[src/hdl/min_priority_queue_defines.svh]
// Assertion macros for the priority queue.
`ifndef MIN_PRIORITY_QUEUE_DEFINES_SVH
`define MIN_PRIORITY_QUEUE_DEFINES_SVH

// Check a condition at every clock edge outside reset.
`define MPQ_ASSERT_ALWAYS(lbl, expr, msg) \
  lbl: assert property (@(posedge clk) disable iff (rst) (expr)) else $error(msg);

// Check a consequence in the cycle after a trigger.
`define MPQ_ASSERT_NEXT(lbl, trig, cons, msg) \
  lbl: assert property (@(posedge clk) disable iff (rst) (trig) |=> (cons)) else $error(msg);

`endif

[src/hdl/mpq_pkg.sv]
`default_nettype none
package mpq_pkg;

  localparam int CAPACITY   = 16;
  localparam int VALUE_BITS = 32;
  localparam int COUNT_W    = $clog2(CAPACITY + 1);
  localparam int FILL_W     = 5;

  localparam logic DO_PUSH = 1'b0;
  localparam logic DO_POP  = 1'b1;

  typedef enum logic [1:0] {
    ST_OK    = 2'd0,
    ST_EMPTY = 2'd1,
    ST_FULL  = 2'd2
  } status_t;

  typedef struct packed {
    logic                  push;
    logic                  pop;
    logic [VALUE_BITS-1:0] value;
  } cell_cmd_t;

  typedef struct packed {
    logic                  valid;
    logic                  keep;
    logic [VALUE_BITS-1:0] value;
  } cell_link_t;

endpackage
`default_nettype wire

[src/hdl/mpq_cell.sv]
`default_nettype none
module mpq_cell (
  input  logic               clk,
  input  logic               rst,
  input  mpq_pkg::cell_cmd_t  cmd,
  input  mpq_pkg::cell_link_t from_prev,
  input  mpq_pkg::cell_link_t from_next,
  output mpq_pkg::cell_link_t link
);
  import mpq_pkg::*;

  logic                  valid;
  logic                  valid_next;
  logic [VALUE_BITS-1:0] value;
  logic [VALUE_BITS-1:0] value_next;
  logic                  keep;

  assign keep = valid && (value <= cmd.value);

  always_comb begin
    valid_next = valid;
    value_next = value;
    if (cmd.push) begin
      valid_next = valid | from_prev.valid;
      if (!keep) begin
        value_next = from_prev.keep ? cmd.value : from_prev.value;
      end
    end else if (cmd.pop) begin
      valid_next = from_next.valid;
      value_next = from_next.value;
    end
  end

  always_ff @(posedge clk) begin
    if (rst) begin
      valid <= 1'b0;
    end else begin
      valid <= valid_next;
    end
    value <= value_next;
  end

  assign link.valid = valid;
  assign link.keep  = keep;
  assign link.value = value;

endmodule
`default_nettype wire

[src/hdl/min_priority_queue.sv]
// Bounded minimum-priority queue built as a sorted chain of cells.
// Command channel: an item (action, value) is taken at a rising edge with
// start high and busy low. action 0 pushes value, action 1 pops the smallest
// stored value. busy stays low, so a new item may be issued every cycle.
// Result channel: done is high for one cycle, the cycle after the item was
// taken, with popped_value, status and fill_count. Throughput is one item
// per cycle: each cell compares its entry against the broadcast value and
// either holds it, takes the new value, or takes its neighbor's entry, all
// in the same edge.
// status: 0 ok, 1 pop while empty, 2 push while full. A refused item leaves
// the queue unchanged and returns popped_value zero. Equal values leave in
// arrival order.
// The receiver cannot stall: each result is shown for exactly one cycle.
// Reset (rst, synchronous) empties the queue and clears done; entry
// contents are not cleared, only their valid bits.
`default_nettype none
`include "min_priority_queue_defines.svh"
module min_priority_queue (
  input  logic                           clk,
  input  logic                           rst,
  input  logic                           start,
  output logic                           busy,
  input  logic                           action,
  input  logic [mpq_pkg::VALUE_BITS-1:0] value,
  output logic                           done,
  output logic [mpq_pkg::VALUE_BITS-1:0] popped_value,
  output logic [1:0]                     status,
  output logic [mpq_pkg::FILL_W-1:0]     fill_count
);
  import mpq_pkg::*;

  logic                  accept;
  logic                  full;
  logic                  empty;
  logic                  refuse_push;
  cell_cmd_t             cmd;
  cell_link_t            links [CAPACITY];
  cell_link_t            head_link;
  cell_link_t            tail_link;
  logic [CAPACITY-1:0]   valid_bits;
  logic [CAPACITY-1:0]   valid_step;
  logic [COUNT_W-1:0]    count;
  logic [COUNT_W-1:0]    count_next;
  status_t               status_next;
  status_t               status_reg;
  logic [VALUE_BITS-1:0] popped_next;

  assign busy   = 1'b0;
  assign accept = start && !busy;
  assign full   = (count == COUNT_W'(CAPACITY));
  assign empty  = (count == '0);

  assign refuse_push = accept && (action == DO_PUSH) && full;

  assign cmd.push  = accept && (action == DO_PUSH) && !full;
  assign cmd.pop   = accept && (action == DO_POP) && !empty;
  assign cmd.value = value;

  assign head_link.valid = 1'b1;
  assign head_link.keep  = 1'b1;
  assign head_link.value = '0;
  assign tail_link.valid = 1'b0;
  assign tail_link.keep  = 1'b0;
  assign tail_link.value = '0;

  for (genvar i = 0; i < CAPACITY; i++) begin : g_cell
    cell_link_t prev_link;
    cell_link_t next_link;
    if (i == 0) begin : g_head
      assign prev_link = head_link;
    end else begin : g_mid
      assign prev_link = links[i-1];
    end
    if (i == CAPACITY - 1) begin : g_tail
      assign next_link = tail_link;
    end else begin : g_body
      assign next_link = links[i+1];
    end
    mpq_cell u_cell (
      .clk       (clk),
      .rst       (rst),
      .cmd       (cmd),
      .from_prev (prev_link),
      .from_next (next_link),
      .link      (links[i])
    );
    assign valid_bits[i] = links[i].valid;
  end

  assign valid_step = valid_bits + 1'b1;

  always_comb begin
    count_next  = count;
    status_next = ST_OK;
    popped_next = '0;
    if (accept) begin
      if (action == DO_POP) begin
        if (empty) begin
          status_next = ST_EMPTY;
        end else begin
          count_next  = count - 1'b1;
          popped_next = links[0].value;
        end
      end else begin
        if (full) begin
          status_next = ST_FULL;
        end else begin
          count_next = count + 1'b1;
        end
      end
    end
  end

  always_ff @(posedge clk) begin
    if (rst) begin
      count <= '0;
      done  <= 1'b0;
    end else begin
      count <= count_next;
      done  <= accept;
    end
    status_reg   <= status_next;
    popped_value <= popped_next;
    fill_count   <= FILL_W'(count_next);
  end

  assign status = status_reg;

  `MPQ_ASSERT_NEXT(a_done_follows_accept, accept, done, "result strobe missing")
  `MPQ_ASSERT_ALWAYS(a_count_matches_cells, $countones(valid_bits) == int'(count), "count off")
  `MPQ_ASSERT_ALWAYS(a_cells_packed, (valid_bits & valid_step) == '0, "cells not packed")
  `MPQ_ASSERT_NEXT(a_full_refused, refuse_push, status == ST_FULL, "full push not flagged")

endmodule
`default_nettype wire

[config.mk]
export PLATFORM = sky130hd
export DESIGN_NAME = min_priority_queue
export DESIGN_NICKNAME = d
export VERILOG_FILES = /design/src/hdl/mpq_pkg.sv /design/src/hdl/mpq_cell.sv /design/src/hdl/min_priority_queue.sv
export VERILOG_INCLUDE_DIRS = /design/src /design/src/hdl
export SDC_FILE = /design/constraint.sdc
export NUM_CORES = 2
export LEC_CHECK = 0
export CAP_MARGIN = 10
export CORE_AREA = 3 3 294 296
export CTS_BUF_LIST = sky130_fd_sc_hd__clkbuf_16
export CTS_CLUSTER_SIZE = 8
export DETAILED_ROUTE_END_ITERATION = 10
export DIE_AREA = 0 0 297 299
export DONT_BUFFER_PORTS = 1
export HOLD_SLACK_MARGIN = 0.05
export PLACE_DENSITY = 0.7
export RECOVER_POWER = 25
export SLEW_MARGIN = 20
export SYNTH_ARGS = -nofsm -noshare
export SYNTH_HDL_FRONTEND = slang
export SYNTH_HIERARCHICAL = 1
export SYNTH_SLANG_ARGS = --single-unit
[constraint.sdc]
create_clock -name clk -period 10 [get_ports clk]
set_input_delay 0.5 -clock clk [delete_from_list [all_inputs] [get_ports clk]]
set_output_delay 0.5 -clock clk [all_outputs]
set_load 0.01 [all_outputs]
Yosys cells after proc, flatten, opt, wreduce, memory -nomap -nowiden
Cells that the tools add are included.

Flip-flop bits (word level): 573. Input port bits: 36. Output and inout port bits: 41. Logic and storage cells: 232.

$add $sub $neg: 2. $lt $le $gt $ge: 16. Equal/unequal tests: 17. Mux-type cells: 102. Bitwise operators: 17. Reduce and logical (&&, ||, !) cells: 41.

Operator list (number): $mux W32 (63); $le A32 B32 Y1 (16); $mux W1 (33); $ne A2 B2 Y1 const B (16); $reduce_and A2 Y1 (16); $logic_and A1 B1 Y1 (20); $mux W5 (4); $or A1 B1 Y1 (15); $add A5 B1 Y5 const B (1); $eq A5 B5 Y1 const B (1); $logic_not A5 Y1 (1); $sub A5 B1 Y5 const B (1); $mux W2 (2); $reduce_or A3 Y1 (1); $logic_not A1 Y1 (2); $not A1 Y1 (2); $reduce_bool A2 Y1 (1).

Logic depth before layout (Yosys ltp)
Word-level depth: 5. Mapped depth: 12.

Cells and area by module
Netlist, hierarchy kept.

By module, submodules not included: mpq_cell (instances 16, cells each 268, area an instance 2517.4 µm², seq. area each 980.9 µm²); min_priority_queue (instances 1, cells each 149, area an instance 1577.8 µm², seq. area each 900.9 µm²).

Least setup slack after synthesis
No wires, ideal clock.

Path type: register -> register. Start point: register count[0]. End point: register g_cell[0].u_cell.value[0], enable pin. Setup time: 0.391 ns. Arrival: 2.840 ns. Path slack: 6.769 ns. Cell stages (with the launch flop): 10. Path through: dfxtp_1 -> inv_1 -> ha_1 -> or4b_4 -> buf_6 -> clkbuf_1 -> and2_1 -> nor2_1 -> a31oi_1 -> o21a_1.

RTL lines: start, declared (line min_priority_queue.sv:42) `logic [COUNT_W-1:0] count;`; start signal, assigned (line min_priority_queue.sv:119) `count <= count_next;`; end signal, assigned (line mpq_cell.sv:40) `value <= value_next;`; end, declared (line mpq_cell.sv:14) `logic [VALUE_BITS-1:0] value;`.

==> run metrics <==
status=finished with violations; failing checks=max-capacitance violations, max-slew violations; fin util=53.9%; Reg-to-Reg Start=count[0]; drt via density=5.52; Initial DRT Pass Iterations=6; IO Port Bufs=0; multi-input logic area=22400 µm²; Setup violations, final=0; vias in the first global route=30100; Max stage delay on crit path=2.91 ns; core area=83800 µm²; Hold WC Path Type=in -> reg; clock latency on the worst-skew pair=0.63 ns; met2 wire length=43.4 mm; Starting Density=49.9%; Fin. Hold Viols=0; crit path from=count[0]; Max Fclk=161 MHz; Global Route Usage Sum=21.0%; critical path peak fanout=149; synthesized area per cell=9.44 µm²; Leakage=18.8 nW; Routed Antenna Nets=0; layout cell share with drive strength beyond 1=4.08%; WL final=95.4 mm; die height=299 µm; top routing layer used=met4; # nets final=4941; WL/cell=17.1 µm; P&R area growth vs syn=7.96%; Root Driver=clkbuf_16; CP delay by family, top=buffers and inverters; initial DRC count=1992; Detail Placement HPWL=70.9 mm; Crit. End Element=flop; Hold Path Origin=start; Ports=77; worst hold margin=0.0930 ns; RSZ-0062 raised after global routing=no; Max VDD drop=0.150 mV; Top Registers=g_cell.u_cell/value x512, popped_value x32, g_cell.u_cell/valid x16; CTS H-tree depth=3; fill count=7495; max_cap viols=12; Layout Skew=0.0283 ns; total grt overflow=0; Buf/Inv on CP=4; Die Wd=297 µm; first-pass GRT wire length=155 mm; post-synthesis instance area=41800 µm²; setup TNS=0 ns; crit path DAT=6.57 ns; register cell area after layout=16600 µm²; Placed Cells=5438; post-route insts no fill=5572; Max Slew Vio Count=460; Worst slew margin=-172%; drt drc=0; crit path max-delay cell type=clkbuf_1; startpoint types=flop; Yosys warning total=6; Pwr Total=7.19 mW; initial antenna violation count=2; Tightest Pin Transition=4.07 ns; Antenna Cells=0; Met1 Wirelength=44.9 mm; maximum buffer depth of the clock tree=3; CTS tree=done; Die ar.=88800 µm²; largest reg by FF count=g_cell.u_cell/value; ordered list of cells on the worst path=inv_1 -> ha_1 -> or4bb_1 -> nand2_1 -> inv_8 -> clkbuf_1 -> nand4_1 -> o21a_1 -> buf_4; cell count after synthesis=4433; met3 wire len=3.39 mm; row cnt=106; cts bufs inserted=81; Vias=30700; CP Class=reg -> reg; CTS sink cnt=573; gpl congestion=0.836; post-route clock period utilization=62.1%; max reg flops=512; PD cells=159 nW/µm²; setup bufs post-CTS=0; Worst-path clk slew=0.05 ns; largest net degree at the start of global routing=260; CP required=10.37 ns; post-route minimum period=6.21 ns
[what timing repair did]
item | CTS | global route
endpoints found under the hold margin | 23 | 0
setup endpoints to repair | 0 | 0
gates resized for setup | 0 | 0
hold buffers | 4 | 0
[placed cells by master (no fill, tap or decap), drive strengths merged, types with 2 or more instances in the layout]
cell type / count
a21o: 16
a21oi: 722
a221oi: 32
a22oi: 2
a2bb2oi: 17
a31oi: 33
a41oi: 16
and2: 2
and3: 32
buf: 31
clkbuf: 92
clkinv: 3
conb: 68
dfxtp: 61
dlygate4sd3: 3
edfxtp: 512
ha: 514
inv: 596
mux2: 2
mux2i: 513
nand2: 133
nand2b: 17
nand3: 52
nand4: 128
nor2: 581
nor2b: 18
nor3: 49
nor3b: 16
o211ai: 18
o21a: 32
o21ai: 80
or4: 32
xor2: 2
[metrics by stage]
stage / instance area (µm²) / setup slack, ns
6_report: 45200 / 3.79
2_1_floorplan: 42100 / 6.77
3_3_place_gp: 42900 / 5.52
5_1_grt: 45200 / 3.04
3_5_place_dp: 42900 / 5.45
4_1_cts: 45300 / 5.44
[final cells by class]
type | instances | area share (%)
Clock inverter | 49 | 0.623
Clock buffer | 81 | 4.49
Inverter | 550 | 4.59
Sequential cell | 573 | 36.7
Multi-Input combinational cell | 3140 | 49.7
Tap cell | 1134 | 3.14
Timing Repair Buffer | 45 | 0.729
[path summary, 6_finish.rpt]
check,to,slack (ns),cells past startpoint
worst max-delay path,g_cell[2].u_cell/value[12],3.79,9
worst min-delay path,done,0.09,2
worst max register to register,g_cell[2].u_cell/value[12],3.79,9
worst min register to register,g_cell[15].u_cell/valid,0.53,2
[routing by layer]
metal  up-vias  global-route usage [%]
met2       647                    34.8
met4         0                    8.04
li1      15800                       -
met1     14100                    28.2
met5         -                       0
met3       210                    2.38
[power breakdown]
group          internal [mW]  switching [mW]  total, mW
combinational          0.628           0.859       1.49
clock                   1.46            1.06       2.52
sequential              2.96           0.228       3.18
(Power assumes the default switching activity.)
